===== config.mk =====
export PLATFORM = sky130hd
export DESIGN_NAME = voice_turn_controller_unit
export DESIGN_NICKNAME = d
export VERILOG_FILES = /design/src/rtl/core/vtc_pkg.sv /design/src/rtl/core/vtc_front.sv /design/src/rtl/core/vtc_queue.sv /design/src/rtl/core/vtc_back.sv /design/src/rtl/core/voice_turn_controller_unit.sv
export SDC_FILE = /design/constraint.sdc
export NUM_CORES = 1
export LEC_CHECK = 0
export ABC_CLOCK_PERIOD_IN_PS = 7930
export BUFFER_PORTS_ARGS = -buffer_cell sky130_fd_sc_hd__clkbuf_2
export CAP_MARGIN = 20
export CELL_PAD_IN_SITES_DETAIL_PLACEMENT = 1
export CELL_PAD_IN_SITES_GLOBAL_PLACEMENT = 1
export CORE_ASPECT_RATIO = 1.25
export CORE_UTILIZATION = 46
export CTS_CLUSTER_SIZE = 24
export DETAILED_ROUTE_END_ITERATION = 6
export GPL_ROUTABILITY_DRIVEN = 0
export PLACE_DENSITY = 0.79
export SETUP_SLACK_MARGIN = 0.2
export SYNTH_ARGS = -nofsm -noshare
export SYNTH_HDL_FRONTEND = slang
export SYNTH_HIERARCHICAL = 1
export SYNTH_SLANG_ARGS = --single-unit

===== constraint.sdc =====
create_clock -name clock -period 7.93 [get_ports clock]
set_input_delay 1.1895 -clock clock [delete_from_list [all_inputs] [get_ports clock]]
set_output_delay 1.1895 -clock clock [all_outputs]
set_load 0.01 [all_outputs]

===== src/rtl/core/vtc_pkg.sv =====
// Shared types and constants of the voice turn controller.
`default_nettype none

package vtc_pkg;

   localparam int unsigned NowWidth    = 64;
   localparam int unsigned LimitWidth  = 32;
   localparam int unsigned CountWidth  = 32;
   localparam int unsigned ActionWidth = 4;
   localparam int unsigned CsrIdxWidth = 8;
   localparam int unsigned RspWidth    = 80;

   localparam logic [LimitWidth-1:0] ListenLimitReset   = 32'd8000;
   localparam logic [LimitWidth-1:0] ResponseLimitReset = 32'd15000;
   localparam logic [CountWidth-1:0] CountMax           = 32'hFFFF_FFFF;

   localparam logic [CsrIdxWidth-1:0] CSR_LISTEN_LIMIT   = 8'd0;
   localparam logic [CsrIdxWidth-1:0] CSR_RESPONSE_LIMIT = 8'd1;

   typedef enum logic [2:0] {
      PH_READY   = 3'd0,
      PH_START   = 3'd1,
      PH_LISTEN  = 3'd2,
      PH_WAIT    = 3'd3,
      PH_SPEAK   = 3'd4,
      PH_RESUME  = 3'd5,
      PH_STOPPED = 3'd6,
      PH_FAILED  = 3'd7
   } phase_type;

   typedef enum logic [2:0] {
      RS_NONE    = 3'd0,
      RS_REVOKED = 3'd1,
      RS_NETWORK = 3'd2,
      RS_SESSION = 3'd3,
      RS_USER    = 3'd4,
      RS_TIMEOUT = 3'd5,
      RS_QUIET   = 3'd6
   } reason_type;

   typedef enum logic [3:0] {
      EV_REVOKE     = 4'd0,
      EV_DISCONNECT = 4'd1,
      EV_BADSESS    = 4'd2,
      EV_BUTTON     = 4'd3,
      EV_LISTEN     = 4'd4,
      EV_TXFRAME    = 4'd5,
      EV_STT        = 4'd6,
      EV_TTSSTART   = 4'd7,
      EV_RXAUDIO    = 4'd8,
      EV_TTSSTOP    = 4'd9,
      EV_DRAINED    = 4'd10,
      EV_TICK       = 4'd11,
      EV_NONE       = 4'd12
   } event_type;

   typedef struct packed {
      event_type            ev;
      logic [NowWidth-1:0]  now;
   } cmd_type;

   typedef struct packed {
      logic                     valid;
      logic [CsrIdxWidth-1:0]   index;
      logic [LimitWidth-1:0]    data;
   } csr_wr_type;

endpackage

`default_nettype wire


===== src/rtl/core/vtc_front.sv =====
// Input stage: takes request beats and classifies the action code.
`default_nettype none

module vtc_front (
   input  wire logic                              clock,
   input  wire logic                              reset,
   input  wire logic                              req_tvalid,
   output logic                                   req_tready,
   input  wire logic [vtc_pkg::NowWidth-1:0]      req_tdata,
   input  wire logic [vtc_pkg::ActionWidth-1:0]   req_tuser,
   output logic                                   cmd_valid,
   input  wire logic                              cmd_ready,
   output vtc_pkg::cmd_type                       cmd
);

   logic             valid_ff, valid_in;
   vtc_pkg::cmd_type cmd_ff, cmd_in;

   assign req_tready = !valid_ff || cmd_ready;
   assign cmd_valid  = valid_ff;
   assign cmd        = cmd_ff;

   always_comb begin
      valid_in   = valid_ff;
      cmd_in     = cmd_ff;
      cmd_in.now = req_tdata;
      if (req_tuser <= vtc_pkg::EV_TICK) begin
         cmd_in.ev = vtc_pkg::event_type'(req_tuser);
      end else begin
         cmd_in.ev = vtc_pkg::EV_NONE;
      end
      if (req_tready) begin
         valid_in = req_tvalid;
      end
   end

   always_ff @(posedge clock) begin
      if (reset) begin
         valid_ff <= 1'b0;
      end else begin
         valid_ff <= valid_in;
      end
   end

   always_ff @(posedge clock) begin
      if (req_tvalid && req_tready) begin
         cmd_ff <= cmd_in;
      end
   end

endmodule

`default_nettype wire


===== src/rtl/core/vtc_queue.sv =====
// Two-entry queue of classified events between the front and the back.
`default_nettype none

module vtc_queue (
   input  wire logic             clock,
   input  wire logic             reset,
   input  wire logic             push_valid,
   output logic                  push_ready,
   input  wire vtc_pkg::cmd_type push_cmd,
   output logic                  pop_valid,
   input  wire logic             pop_ready,
   output vtc_pkg::cmd_type      pop_cmd
);

   vtc_pkg::cmd_type entry_ff [2];
   logic             wr_ptr_ff, wr_ptr_in;
   logic             rd_ptr_ff, rd_ptr_in;
   logic [1:0]       count_ff, count_in;
   logic             push, pop;

   assign push_ready = (count_ff != 2'd2);
   assign pop_valid  = (count_ff != 2'd0);
   assign pop_cmd    = entry_ff[rd_ptr_ff];
   assign push       = push_valid && push_ready;
   assign pop        = pop_valid && pop_ready;

   always_comb begin
      wr_ptr_in = push ? ~wr_ptr_ff : wr_ptr_ff;
      rd_ptr_in = pop ? ~rd_ptr_ff : rd_ptr_ff;
      count_in  = count_ff;
      if (push && !pop) begin
         count_in = count_ff + 2'd1;
      end else if (pop && !push) begin
         count_in = count_ff - 2'd1;
      end
   end

   always_ff @(posedge clock) begin
      if (reset) begin
         wr_ptr_ff <= 1'b0;
         rd_ptr_ff <= 1'b0;
         count_ff  <= 2'd0;
      end else begin
         wr_ptr_ff <= wr_ptr_in;
         rd_ptr_ff <= rd_ptr_in;
         count_ff  <= count_in;
      end
   end

   always_ff @(posedge clock) begin
      if (push) begin
         entry_ff[wr_ptr_ff] <= push_cmd;
      end
   end

endmodule

`default_nettype wire


===== src/rtl/core/vtc_back.sv =====
// Session state update, timeout checks, limit registers and result register.
`default_nettype none

module vtc_back (
   input  wire logic                              clock,
   input  wire logic                              reset,
   input  wire logic                              cmd_valid,
   output logic                                   cmd_ready,
   input  wire vtc_pkg::cmd_type                  cmd,
   input  wire vtc_pkg::csr_wr_type               csr_wr,
   output logic                                   rsp_tvalid,
   input  wire logic                              rsp_tready,
   output logic [vtc_pkg::RspWidth-1:0]           rsp_tdata
);

   logic [vtc_pkg::LimitWidth-1:0] listen_limit_ff, response_limit_ff;
   vtc_pkg::phase_type             phase_ff, phase_in;
   vtc_pkg::reason_type            reason_ff, reason_in;
   logic [vtc_pkg::CountWidth-1:0] frames_ff, frames_in;
   logic [vtc_pkg::CountWidth-1:0] turns_ff, turns_in;
   logic                           heard_ff, heard_in;
   logic [vtc_pkg::NowWidth-1:0]   listen_start_ff, listen_start_in;
   logic [vtc_pkg::NowWidth-1:0]   progress_ff, progress_in;
   logic                           rsp_valid_ff;
   logic [vtc_pkg::RspWidth-1:0]   rsp_data_ff, rsp_data_in;

   logic [vtc_pkg::NowWidth-1:0]   listen_elapsed, progress_elapsed;
   logic                           listen_due, response_due;
   logic                           playing, terminal, take;

   assign cmd_ready  = !rsp_valid_ff || rsp_tready;
   assign take       = cmd_valid && cmd_ready;
   assign rsp_tvalid = rsp_valid_ff;
   assign rsp_tdata  = rsp_data_ff;

   assign listen_elapsed   = cmd.now - listen_start_ff;
   assign progress_elapsed = cmd.now - progress_ff;
   assign listen_due   = listen_elapsed >= {32'd0, listen_limit_ff};
   assign response_due = progress_elapsed >= {32'd0, response_limit_ff};
   assign playing  = (phase_ff == vtc_pkg::PH_WAIT) || (phase_ff == vtc_pkg::PH_SPEAK);
   assign terminal = (phase_ff == vtc_pkg::PH_STOPPED) || (phase_ff == vtc_pkg::PH_FAILED);

   always_comb begin
      phase_in        = phase_ff;
      reason_in       = reason_ff;
      frames_in       = frames_ff;
      turns_in        = turns_ff;
      heard_in        = heard_ff;
      listen_start_in = listen_start_ff;
      progress_in     = progress_ff;
      if (!terminal) begin
         unique case (cmd.ev)
            vtc_pkg::EV_REVOKE: begin
               phase_in  = vtc_pkg::PH_STOPPED;
               reason_in = vtc_pkg::RS_REVOKED;
               frames_in = '0;
            end
            vtc_pkg::EV_DISCONNECT: begin
               phase_in  = vtc_pkg::PH_FAILED;
               reason_in = vtc_pkg::RS_NETWORK;
               frames_in = '0;
            end
            vtc_pkg::EV_BADSESS: begin
               phase_in  = vtc_pkg::PH_FAILED;
               reason_in = vtc_pkg::RS_SESSION;
               frames_in = '0;
            end
            vtc_pkg::EV_BUTTON: begin
               if (phase_ff == vtc_pkg::PH_READY) begin
                  phase_in = vtc_pkg::PH_START;
               end else begin
                  phase_in  = vtc_pkg::PH_STOPPED;
                  reason_in = vtc_pkg::RS_USER;
                  frames_in = '0;
               end
            end
            vtc_pkg::EV_LISTEN: begin
               if (phase_ff == vtc_pkg::PH_START) begin
                  phase_in        = vtc_pkg::PH_LISTEN;
                  listen_start_in = cmd.now;
                  progress_in     = cmd.now;
                  frames_in       = '0;
                  heard_in        = 1'b0;
                  turns_in        = turns_ff + 32'd1;
               end
            end
            vtc_pkg::EV_TXFRAME: begin
               if (phase_ff == vtc_pkg::PH_LISTEN && frames_ff != vtc_pkg::CountMax) begin
                  frames_in = frames_ff + 32'd1;
               end
            end
            vtc_pkg::EV_STT: begin
               if (phase_ff == vtc_pkg::PH_LISTEN) begin
                  heard_in = 1'b1;
               end
            end
            vtc_pkg::EV_TTSSTART: begin
               if (phase_ff == vtc_pkg::PH_LISTEN && frames_ff != '0) begin
                  phase_in    = vtc_pkg::PH_WAIT;
                  progress_in = cmd.now;
               end
            end
            vtc_pkg::EV_RXAUDIO: begin
               if (playing) begin
                  phase_in    = vtc_pkg::PH_SPEAK;
                  progress_in = cmd.now;
               end
            end
            vtc_pkg::EV_TTSSTOP: begin
               if (playing) begin
                  phase_in = vtc_pkg::PH_RESUME;
               end
            end
            vtc_pkg::EV_DRAINED: begin
               if (phase_ff == vtc_pkg::PH_RESUME) begin
                  phase_in = vtc_pkg::PH_START;
               end
            end
            vtc_pkg::EV_TICK: begin
               if (phase_ff == vtc_pkg::PH_LISTEN && listen_due) begin
                  frames_in = '0;
                  if (heard_ff) begin
                     phase_in  = vtc_pkg::PH_FAILED;
                     reason_in = vtc_pkg::RS_TIMEOUT;
                  end else begin
                     phase_in  = vtc_pkg::PH_STOPPED;
                     reason_in = vtc_pkg::RS_QUIET;
                  end
               end else if (playing && response_due) begin
                  phase_in  = vtc_pkg::PH_FAILED;
                  reason_in = vtc_pkg::RS_TIMEOUT;
                  frames_in = '0;
               end
            end
            default: begin
            end
         endcase
      end
      rsp_data_in = {7'd0, turns_in, frames_in,
                     (phase_in >= vtc_pkg::PH_START) && (phase_in <= vtc_pkg::PH_RESUME),
                     (phase_in == vtc_pkg::PH_WAIT) || (phase_in == vtc_pkg::PH_SPEAK),
                     (phase_in == vtc_pkg::PH_LISTEN),
                     reason_in, phase_in};
   end

   always_ff @(posedge clock) begin
      if (reset) begin
         listen_limit_ff   <= vtc_pkg::ListenLimitReset;
         response_limit_ff <= vtc_pkg::ResponseLimitReset;
         phase_ff          <= vtc_pkg::PH_READY;
         reason_ff         <= vtc_pkg::RS_NONE;
         frames_ff         <= '0;
         turns_ff          <= '0;
         heard_ff          <= 1'b0;
         listen_start_ff   <= '0;
         progress_ff       <= '0;
         rsp_valid_ff      <= 1'b0;
      end else begin
         if (csr_wr.valid && csr_wr.index == vtc_pkg::CSR_LISTEN_LIMIT) begin
            listen_limit_ff <= csr_wr.data;
         end
         if (csr_wr.valid && csr_wr.index == vtc_pkg::CSR_RESPONSE_LIMIT) begin
            response_limit_ff <= csr_wr.data;
         end
         if (take) begin
            phase_ff        <= phase_in;
            reason_ff       <= reason_in;
            frames_ff       <= frames_in;
            turns_ff        <= turns_in;
            heard_ff        <= heard_in;
            listen_start_ff <= listen_start_in;
            progress_ff     <= progress_in;
            rsp_valid_ff    <= 1'b1;
         end else if (rsp_tready) begin
            rsp_valid_ff <= 1'b0;
         end
      end
   end

   always_ff @(posedge clock) begin
      if (take) begin
         rsp_data_ff <= rsp_data_in;
      end
   end

endmodule

`default_nettype wire


===== src/rtl/core/voice_turn_controller_unit.sv =====
// Top level of the voice turn controller: front stage, event queue and back end.
`default_nettype none

// Takes one event beat per cycle while the status output is not stalled and returns exactly
// one status beat per event, in order. An event passes the input register, a two-entry queue
// and the state update in the back end, which registers the status beat; back-pressure on
// rsp_tready stalls that chain. The sustained rate of one event per cycle rests on the update
// of the session state and its two 64-bit timeout compares being combinational.
// Limit registers are written through the csr port, which is always ready.
module voice_turn_controller_unit (
   input  wire logic                              clock,
   input  wire logic                              reset,
   input  wire logic                              req_tvalid,
   output logic                                   req_tready,
   // [63:0] now
   input  wire logic [vtc_pkg::NowWidth-1:0]      req_tdata,
   // [3:0] action
   input  wire logic [vtc_pkg::ActionWidth-1:0]   req_tuser,
   output logic                                   rsp_tvalid,
   input  wire logic                              rsp_tready,
   // [2:0] phase, [5:3] stop_reason, [6] captures, [7] plays, [8] active,
   // [40:9] frames_sent, [72:41] turn_count, [79:73] zero
   output logic [vtc_pkg::RspWidth-1:0]           rsp_tdata,
   input  wire logic                              csr_valid,
   output logic                                   csr_ready,
   input  wire logic [vtc_pkg::CsrIdxWidth-1:0]   csr_index,
   input  wire logic [vtc_pkg::LimitWidth-1:0]    csr_data
);

   logic                front_valid, front_ready;
   vtc_pkg::cmd_type    front_cmd;
   logic                queue_valid, queue_ready;
   vtc_pkg::cmd_type    queue_cmd;
   vtc_pkg::csr_wr_type csr_wr;

   assign csr_ready    = 1'b1;
   assign csr_wr.valid = csr_valid && csr_ready;
   assign csr_wr.index = csr_index;
   assign csr_wr.data  = csr_data;

   vtc_front u_front (
      .clock      (clock),
      .reset      (reset),
      .req_tvalid (req_tvalid),
      .req_tready (req_tready),
      .req_tdata  (req_tdata),
      .req_tuser  (req_tuser),
      .cmd_valid  (front_valid),
      .cmd_ready  (front_ready),
      .cmd        (front_cmd)
   );

   vtc_queue u_queue (
      .clock      (clock),
      .reset      (reset),
      .push_valid (front_valid),
      .push_ready (front_ready),
      .push_cmd   (front_cmd),
      .pop_valid  (queue_valid),
      .pop_ready  (queue_ready),
      .pop_cmd    (queue_cmd)
   );

   vtc_back u_back (
      .clock      (clock),
      .reset      (reset),
      .cmd_valid  (queue_valid),
      .cmd_ready  (queue_ready),
      .cmd        (queue_cmd),
      .csr_wr     (csr_wr),
      .rsp_tvalid (rsp_tvalid),
      .rsp_tready (rsp_tready),
      .rsp_tdata  (rsp_tdata)
   );

endmodule

`default_nettype wire


Word-level counts from Yosys, hierarchy flattened --
Memories as Yosys holds them, arrays and structs flattened. A register that Yosys moved wholly into a read port is not among the register bits. Cells that the tools add are included. Widths: inputs -> output; s select.
Word-level totals: memories 1, output and inout port bits 83, latch bits 0, bits in read-only memories 0, logic and storage cells 137, flip-flop bits (word level) 410, memory bits (writable) 136
Cells by class: shift-type cells 0, add/subtract/negate cells 6, equal/unequal tests 28, reductions and logical operators 35, $lt $le $gt $ge 5, bitwise gates (word level) 3, mux-type cells 42, divide/modulo/power cells 0, multipliers 0
Memory list:
- u_queue.entry_ff | words 2, width 68, rd ports 1, clocked after Yosys merged registers in 1, write ports 1, line vtc_queue.sv:15 | vtc_pkg::cmd_type entry_ff [2];
Operators with widths (count):
- $mux 32 | 9
- $mux 64 | 3
- $pmux 64 s3 | 1
- $pmux 32 s5 | 1
- $ge 64x32->1 | 2
- $sub 64x64->64 | 2
- $add 32x1->32 const B | 2
- $mux 3 | 13
- $ne 32x32->1 const B | 1
- $reduce_bool 32->1 | 1
- $pmux 3 s9 | 1
- $eq 4x3->1 const B | 4
- $eq 4x4->1 const B | 4
- $eq 3x3->1 const B | 5
- $pmux 3 s5 | 1
- $eq 3x2->1 const B | 4
- $logic_and 1x1->1 | 12
- $mux 1 | 9
- $eq 4x2->1 const B | 2
- $eq 8x1->1 const B | 1
- $logic_not 8->1 | 1
- $ne 2x1->1 const B | 4
- $reduce_bool 2->1 | 4
- $mux 2 | 3
- 20 further kinds | 29

Logic depth before layout (Yosys ltp) --
Gate-level depths: netlist of run 1.
depth in word-level cells 9, mapped depth 29, depth with buffers taken out 27

Hierarchy --
The synthesis of run 1 kept the hierarchy.
By module, submodules not included:
- vtc_back | cells an instance 3321, area an instance 24965.2 um^2, times used 1, seq. area each 7477.2 um^2
- vtc_queue | cells an instance 236, area an instance 5212.5 um^2, times used 1, seq. area each 4184.0 um^2
- vtc_front | cells an instance 77, area an instance 2119.5 um^2, times used 1, seq. area each 2062.0 um^2
- voice_turn_controller_unit | cells an instance 2, area an instance 11.3 um^2, times used 1, seq. area each 0.0 um^2

Worst setup path before layout of run 1 --
OpenSTA, ideal clock, no wires.
path kind flip-flop to flip-flop, start point reg (tool-made name), end point reg u_back.rsp_data_ff (netlist bit u_back/rsp_tdata[7]) (data pin), setup slack 1.969 ns, cell stages (with the launch flop) 28, required time 7.782 ns, period minus slack after synthesis 5.961 ns, arrival 5.812 ns, path buffers 2, setup time 0.148 ns, cells stage by stage dfxtp_1 buf_6 buf_2 mux2_2 inv_1 ha_1 inv_1 fa_1 a21o_1 a221o_1 and3_1 nor2_1 o21bai_1 a41oi_1 xnor2_1 ha_1 and4_1 a221oi_1 o2bb2ai_1 a311oi_1 nand4_1 nor4_1 nand4b_1 nor4_2 a41oi_2 o31a_1 or3_1 mux2i_1
RTL lines:
- end signal: assignment | line vtc_back.sv:182 | rsp_data_ff <= rsp_data_in;
- end: declaration | line vtc_back.sv:25 | logic [vtc_pkg::RspWidth-1:0] rsp_data_ff, rsp_data_in;

==> impl_summary.log, run 1 <==
[metrics] fraction of synthesized cell area taken by the top area cell type: 25.7%
[metrics] maximum operating frequency: 134 MHz
[metrics] share of final-layout standard cells stronger than drive strength 1: 11.6%
[metrics] classification of the worst-slack hold path: reg -> reg
[metrics] Vert. Die Dim: 298 um
[metrics] element type at the critical path start: register
[metrics] total standard cell area after synthesis: 32300 um^2
[metrics] Synth async-reset ratio: 0%
[metrics] RSZ-0062 raised after global routing: false
[metrics] overall power consumption: 0.0116 W
[metrics] endpoint kind of the worst setup timing path: register
[metrics] number of cells in the design after placement: 4603
[metrics] post-CTS clock slew at the launch and capture registers of the worst setup and hold paths: 0.07 ns
[metrics] yosys synthesis warning count: 6
[metrics] number of hold violations in the final report: 0
[metrics] highest fanout seen on the critical path: 16
[metrics] relative slew slack: 23.0%
[metrics] count of input and output buffers: between 150 and 200
[metrics] number of placement rows: 108
[metrics] Filler cells: just over 8000
[metrics] CP max stage delay: roughly 0.7 ns
[metrics] DRC violation count after routing: 0
[metrics] post-layout min period: 7.45 ns
[metrics] number of failing setup endpoints in the final timing report: 0
[metrics] largest area contributor in the synthesized netlist: sky130_fd_sc_hd__edfxtp_1
[metrics] most area-consuming cells after synthesis: sky130_fd_sc_hd__edfxtp_1 (26%), sky130_fd_sc_hd__dfxtp_1 (17%), sky130_fd_sc_hd__ha_1 (7.5%)
[metrics] count of distinct cell types in the synthesized netlist: 98
[metrics] P per Cell Area: 322 nW/um^2
[metrics] overall routed net length: 108000 um
[metrics] total of max-cap violations: 0
[metrics] sequential fraction of the synthesis area: 42.5%
[metrics] number of enable-type register cells in the synthesized netlist: ~280
[metrics] number of global-route vias before repair: around 29000
[metrics] cell with the most instances after synthesis: sky130_fd_sc_hd__nand2_1
[metrics] number of synthesized register bits: 547
[metrics] number of levels the H-tree was split into: 2
[metrics] post-route antenna net violation count: 0
[metrics] clock buffer depth: 3
[metrics] leading cell types by count after synthesis: sky130_fd_sc_hd__nand2_1 (513), sky130_fd_sc_hd__a21oi_1 (384), sky130_fd_sc_hd__nor2_1 (304)
[metrics] internal power: 0.00685 W
[metrics] antenna violations before repair: 1
[metrics] DR iter-0 viols: 1856
[metrics] detailed-router iteration count before antenna repair: 5
[metrics] power share of the clock group: 25.5%
[metrics] Tot GR Track Use: about 30%
[metrics] Clock Latency Late Sink: approximately 0.66 ns
[metrics] x dimension of the die: 239 um
[metrics] kind of critical path: reg -> reg
[metrics] maximum number of pins on one net before global-route repair: 196
[metrics] data arrival time of the worst path: 8.01 ns
[metrics] Comb pwr share: 44.9%
[metrics] Worst Tran Pin Value: 1.15 ns
[metrics] wire length per cell: 22.8 um
[metrics] via density per instance: a little over 6
[metrics] cell leakage power: 12.8 nW
[metrics] total number of vias: 28400
[metrics] Final Max Slew Viols: 0
[metrics] I/O pin count: 196
[metrics] antenna fix cells: 0
[metrics] setup fix buffers added after clock tree synthesis: 0
[metrics] net switching power figure: around 0.0048 W
[metrics] routed length on met1: 43600 um
[metrics] metal2 WL: 51700 um
[metrics] cell type of the slowest stage on the worst timing path: sky130_fd_sc_hd__a221oi_1
[metrics] Met3 Routed Length: about 5600 um
[metrics] Mean Syn Cell Area: 8.89 um^2
[metrics] ys flop type: sky130_fd_sc_hd__edfxtp_1
[metrics] Initial Util: around 47%
[metrics] relative contribution of sequential cells to total power: 29.6%
[metrics] CTS Root Buffer Type: sky130_fd_sc_hd__clkbuf_16
[metrics] Post-Synthesis Cells: between 3000 and 4000
[metrics] total half-perimeter wirelength after legalization and detailed placement: 80200 um
[metrics] placeable core area: 69500 um^2
[metrics] Post-layout nets: 4036
[metrics] crit share post-route: 94.0%
[metrics] worst path required time: 8.49 ns
[metrics] area of the die: 71300 um^2
[metrics] final setup skew: between 0.03 and 0.04 ns
[metrics] maximum vdd drop: between 0.0002 and 0.00025 V
[metrics] post_cts resized: 0
[metrics] top layer used by detailed routing: met5
[metrics] total clock sinks: 547
[metrics] status: finished, final reports clean
[metrics] Layout area overhead: 11.4%
[metrics] minimum hold slack: 0.443 ns
[metrics] Layout Cells excl Fill: 4710
[metrics] net switching fraction of the power: 41.0%
[metrics] sum of overflow across all layers after global routing: 0
[metrics] TritonCTS clock tree: built
[metrics] post-cts hold buffer count: 0
[metrics] wire length of the first global-routing pass: ~170000 um
[metrics] clock buffers created by TritonCTS: 57
[metrics] sum of negative setup slack: 0 ns
## final cells by class
class,instances,area [um^2],area share (%)
clock buffers,75,1580,4.40
clock inverters,32,482,1.34
inverters,235,885,2.46
multi-input cells,2665,16900,47.1
flip-flops and latches,547,13700,38.1
well taps,935,1170,3.25
repair buffers,221,1210,3.37
## critical path, delay by kind of cell, from the launching register on
family	cells	cell delay [ns]
AOI/OAI and AO/OA	9	2.86
and+or+nand+nor	9	2.20
adders and majority gates	3	0.84
DFF	1	0.49
buffers and inverters	3	0.45
muxes	1	0.39
xor gates and xnor gates	1	0.15
## power by group through the flow
stage               sequential [W]  combinational, W  clock (W)
detailed placement         0.00349           0.00506          0
floorplan                  0.00351           0.00338          0
CTS                        0.00344           0.00512    0.00303
global placement           0.00348           0.00498          0
finish                     0.00343           0.00521    0.00297
global route               0.00346           0.00560    0.00313
## per-layer routing
layer  global-route usage, %  vias to the layer above
li1                        -                    13300
met1                    35.7                    13900
met2                    50.7                      909
met3                    4.67                      289
met4                    17.0                        2
met5                       0                        -
## final timing paths
path | from | slack [ns] | depth (start not counted) | end
worst max-delay path | register | 0.48 | 26 | u_back/frames_ff[25]$_SDFFE_PP0P_
worst min-delay path | u_front/cmd[21]$_DFFE_PP_ | 0.44 | 0 | u_queue/entry_ff[0][21]$_DFFE_PP_
worst max register to register | register | 0.48 | 26 | u_back/frames_ff[25]$_SDFFE_PP0P_
worst min register to register | u_front/cmd[21]$_DFFE_PP_ | 0.44 | 0 | u_queue/entry_ff[0][21]$_DFFE_PP_
## sequential cells by signal (all words and copies together), names as in the netlist, 2 cells and up, named ones only
register                  flops
u_front/cmd                  68
u_back/frames_ff             32
u_back/turns_ff              32
u_back/response_limit_ff     32
u_back/phase_ff               3
u_back/progress_ff           64
u_queue/count_ff              2
u_back/rsp_tdata             73
u_back/reason_ff              3
u_back/listen_start_ff       64
u_back/listen_limit_ff       32
u_queue/entry_ff            136
## placed cells by master, fill, tap and decap left out, drive strengths merged, types with 78 or more instances in the layout
master | Yosys | final
nand2 | 513 | 513
a21oi | 386 | 386
nor2 | 304 | 304
edfxtp | 277 | 277
dfxtp | 270 | 270
clkbuf | 164 | 262
inv | 234 | 237
ha | 194 | 194
o21ai | 166 | 166
nand4 | 87 | 87
mux2i | 78 | 78
## logic make-up after synthesis
group / after synthesis / share of synthesized area [%]
other: 2 / 0.0232
and+or+nand+nor: 1236 / 17.5
DFF: 547 / 42.5
adders and majority gates: 196 / 7.64
buffers and inverters: 430 / 5.26
AOI/OAI and AO/OA: 938 / 18.2
muxes: 148 / 5.09
xor gates and xnor gates: 139 / 3.77
## metrics by stage
| stage | setup WS, ns | cell area [um^2] | util, % |
|---|---|---|---|
| after floorplan | 1.97 | 32300 | - |
| after global placement | 0.867 | 33900 | 48.9 |
| after detailed placement | 0.673 | 33900 | 48.9 |
| after CTS | 0.659 | 36000 | 51.8 |
| after global routing | 0.212 | 36000 | 51.8 |
| final | 0.477 | 36000 | 51.8 |
Note: power is estimated with default switching activity, not from simulation.
==> run 2: changes to the inputs <==
--- a/config.mk
+++ b/config.mk
@@ -19,5 +19,4 @@
 export SETUP_SLACK_MARGIN = 0.2
 export SYNTH_ARGS = -nofsm -noshare
 export SYNTH_HDL_FRONTEND = slang
-export SYNTH_HIERARCHICAL = 1
 export SYNTH_SLANG_ARGS = --single-unit
==> impl_summary.log, run 2 <==
[metrics] status: finished, final reports clean
[metrics] total number of vias: 27900 (-1.7%)
[metrics] number of placement rows: 107 (-0.93%)
[metrics] wire length of the first global-routing pass: 159000 um (-4.8%)
[metrics] cell type with the highest occurrence count on the critical path: sky130_fd_sc_hd__buf_4
[metrics] Post-layout nets: 4026 (-0.25%)
[metrics] Filler cells: 8081 (-1.4%)
[metrics] maximum number of pins on one net before global-route repair: 147 (-25%)
[metrics] yosys synthesis warning count: 0 (-6)
[metrics] overall routed net length: 102000 um (-5.5%)
[metrics] number of levels the H-tree was split into: 2 (unchanged)
[metrics] Tot GR Track Use: 28.1% (-1.7 points)
[metrics] post-route antenna net violation count: 0 (unchanged)
[metrics] compound-cell area share of the yosys netlist: 20.0% (+1.8 points)
[metrics] kind of critical path: reg -> reg
[metrics] finished layout cell area: 35700 um^2 (-0.73%)
[metrics] Post-Synthesis Cells: 3622 (-0.39%)
[metrics] cell area after placement: 33700 um^2 (-0.64%)
[metrics] largest area contributor in the synthesized netlist: sky130_fd_sc_hd__edfxtp_1
[metrics] combinational family with the most area after synthesis: compound AO/OA/AOI/OAI gates
[metrics] cell leakage power: 12.6 nW (-1.1%)
[metrics] share of final-layout standard cells stronger than drive strength 1: 10.6% (-0.99 points)
[metrics] DR iter-0 viols: 1589 (-14%)
[metrics] Mean Syn Cell Area: 8.86 um^2 (-0.26%)
[metrics] count of input and output buffers: 187 (unchanged)
[metrics] clock buffer depth: 3 (unchanged)
[metrics] placeable core area: 68500 um^2 (-1.3%)
[metrics] count of distinct cell types in the synthesized netlist: 101 (+3.1%)
[metrics] leading cell type in the layout, fill and taps excluded: sky130_fd_sc_hd__nand2_1
[metrics] Synth Area in Adders: 7.76% (+0.13 points)
[metrics] total half-perimeter wirelength after legalization and detailed placement: 76900 um (-4.1%)
[metrics] largest register by flop count: u_queue.entry_ff
[metrics] Largest register FFs: 136 (unchanged)
[metrics] Final Max Slew Viols: 0 (unchanged)
[metrics] ys flop type: sky130_fd_sc_hd__edfxtp_1
[metrics] cell type of the slowest stage on the worst timing path: sky130_fd_sc_hd__a211oi_1
[metrics] cell with the most instances after synthesis: sky130_fd_sc_hd__nand2_1
[metrics] maximum operating frequency: 136 MHz (+1.2%)
[metrics] number of global-route vias before repair: 28700 (-1.4%)
[metrics] RSZ-0062 raised after global routing: false
[metrics] post-layout min period: 7.37 ns (-0.0872 ns)
[metrics] crit share post-route: 92.9% (-1.1 points)
[metrics] sequential fraction of the synthesis area: 42.8% (+0.28 points)
[metrics] sum of overflow across all layers after global routing: 0 (unchanged)
[metrics] area of the die: 70800 um^2 (-0.64%)
[metrics] I/O pin count: 196 (unchanged)
[metrics] final setup skew: 0.0195 ns (-0.0188 ns)
[metrics] maximum vdd drop: 0.000203 V (-1.6%)
[metrics] Worst Tran Pin Value: 0.998 ns (-0.156 ns)
[metrics] Vert. Die Dim: 297 um (-0.32%)
[metrics] highest fanout seen on the critical path: 24 (+8)
[metrics] xor and xnor area share after synthesis: 4.31% (+0.54 points)
[metrics] DRC violation count after routing: 0 (unchanged)
[metrics] sum of negative setup slack: 0 ns (unchanged)
[metrics] worst path required time: 8.39 ns (-0.10 ns)
[metrics] data arrival time of the worst path: 7.83 ns (-0.18 ns)
[metrics] number of synthesized register bits: 547 (unchanged)
[metrics] number of failing setup endpoints in the final timing report: 0 (unchanged)
[metrics] total clock sinks: 547 (unchanged)
[metrics] total of max-cap violations: 0 (unchanged)
[metrics] wire length per cell: 21.7 um (-5.1%)
[metrics] P per Cell Area: 337 nW/um^2 (+4.5%)
[metrics] clock buffers created by TritonCTS: 54 (-5.3%)
[metrics] post-cts hold buffer count: 0 (unchanged)
[metrics] Layout area overhead: 11.3% (about the same)
[metrics] via density per instance: 5.95 (-1.3%)
[metrics] number of hold violations in the final report: 0 (unchanged)
[metrics] Clock Latency Late Sink: 0.64 ns (-0.02 ns)
[metrics] element type at the critical path start: register
[metrics] commonest non-fill, non-tap cells in the layout: sky130_fd_sc_hd__nand2_1 (392), sky130_fd_sc_hd__nor2_1 (365), sky130_fd_sc_hd__a21oi_1 (336)
[metrics] Initial Util: 46.8% (+0.31 points)
[metrics] CP max stage delay: 0.49 ns (-0.19 ns)
[metrics] fraction of synthesized cell area taken by the top area cell type: 25.9% (+0.17 points)
[metrics] number of enable-type register cells in the synthesized netlist: 277 (unchanged)
[metrics] total standard cell area after synthesis: 32100 um^2 (-0.65%)
[metrics] detailed-router iteration count before antenna repair: 5 (unchanged)
[metrics] antenna violations before repair: 4 (+3)
[metrics] CTS Root Buffer Type: sky130_fd_sc_hd__clkbuf_16
[metrics] Synth async-reset ratio: 0% (unchanged)
[metrics] post-CTS clock slew at the launch and capture registers of the worst setup and hold paths: 0.06 ns (about the same)
[metrics] most area-consuming cells after synthesis: sky130_fd_sc_hd__edfxtp_1 (26%), sky130_fd_sc_hd__dfxtp_1 (17%), sky130_fd_sc_hd__ha_1 (7.6%)
[metrics] x dimension of the die: 238 um (-0.32%)
[metrics] mux cell area share after synthesis: 2.66% (-2.4 points)
[metrics] endpoint kind of the worst setup timing path: register
[metrics] leading cell types by count after synthesis: sky130_fd_sc_hd__nand2_1 (392), sky130_fd_sc_hd__nor2_1 (369), sky130_fd_sc_hd__a21oi_1 (338)
[metrics] classification of the worst-slack hold path: reg -> reg
[metrics] relative slew slack: 32.8% (+9.8 points)
[metrics] Simple-Gate Fraction of Synth Area: 16.5% (-1.0 points)
[metrics] TritonCTS clock tree: built
run 2: stage by stage:
| step | power, W | hold WS (ns) | worst slack, ns | util, % | cells |
|---|---|---|---|---|---|
| after floorplan | 0.00746 | 0.421 | 1.09 | - | 3628 |
| after global placement | 0.00907 | 0.422 | 0.617 | 49.2 | 4576 |
| after detailed placement | 0.00919 | 0.431 | 0.458 | 49.2 | 4576 |
| after CTS | 0.0119 | 0.448 | 0.369 | 51.9 | 4678 |
| after global routing | 0.0127 | 0.449 | 0.187 | 52.1 | 4688 |
| final | 0.0120 | 0.444 | 0.565 | 52.1 | 4689 |
run 2: area by class of cell:
type / count / area [um^2] / share of cell area, %
antenna: 2 / 5.00 / 0.0140
clock buffer: 68 / 1450 / 4.05
clock inverter: 34 / 402 / 1.12
inverter: 291 / 1090 / 3.06
multi-input combinational: 2593 / 16600 / 46.5
sequential: 547 / 13700 / 38.4
tap: 926 / 1160 / 3.24
timing repair buffer: 228 / 1290 / 3.61
run 2: power by group:
group / switching [W] / total, W / leakage, nW / internal, W
Sequential: 0.000162 / 0.00351 / 4.81 / 0.00335
Clock: 0.00117 / 0.00270 / 0.905 / 0.00154
Combinational: 0.00385 / 0.00583 / 6.92 / 0.00198
Total: 0.00518 / 0.0120 / 12.6 / 0.00687
run 2: worst max-delay path: cells and delay by family, from the launching register on:
family	cells	cell delay (ns)
buf+inv	6	1.15
fa+ha+maj	2	0.74
mux	1	0.29
flops	1	0.44
simple gates	10	1.86
compound gates	10	2.49
xor+xnor	1	0.19
run 2: per-layer routing:
layer | up-vias | part of all wire (%) | global-route usage (%)
met2 | 804 | 48 | 47.9
met5 | - | 0.034 | 0
met1 | 13700 | 43 | 36.1
met3 | 221 | 5.5 | 4.13
met4 | 6 | 3.8 | 10.1
li1 | 13200 | - | -
run 2: timing repair:
| item | 4_1_cts | 5_1_grt |
|---|---|---|
| setup endpoints to repair | 0 | 68 |
| setup buffers | 0 | 9 |
| resized for setup | 0 | 19 |
run 2: cell families (layout without fill, tap and decap cells):
family                   count (synthesis)  after routing
AO/OA/AOI/OAI                          992            992
XOR/XNOR                               158            158
adder cells (fa/ha/maj)                198            198
buffers and inverters                  488            621
flip-flops                             547            547
multiplexers                            84             84
other                                    2             10
AND/OR/NAND/NOR                       1153           1153
run 2: worst paths after layout:
check	startpoint	endpoint	slack, ns	cells past startpoint
min	u_front.cmd[46]$_DFFE_PP_	u_queue.entry_ff[1][46]$_DFFE_PP_	0.44	0
max	register	u_back.rsp_tdata[27]$_DFFE_PP_	0.56	30
min reg2reg	u_front.cmd[46]$_DFFE_PP_	u_queue.entry_ff[1][46]$_DFFE_PP_	0.44	0
max reg2reg	register	u_back.rsp_tdata[27]$_DFFE_PP_	0.56	30
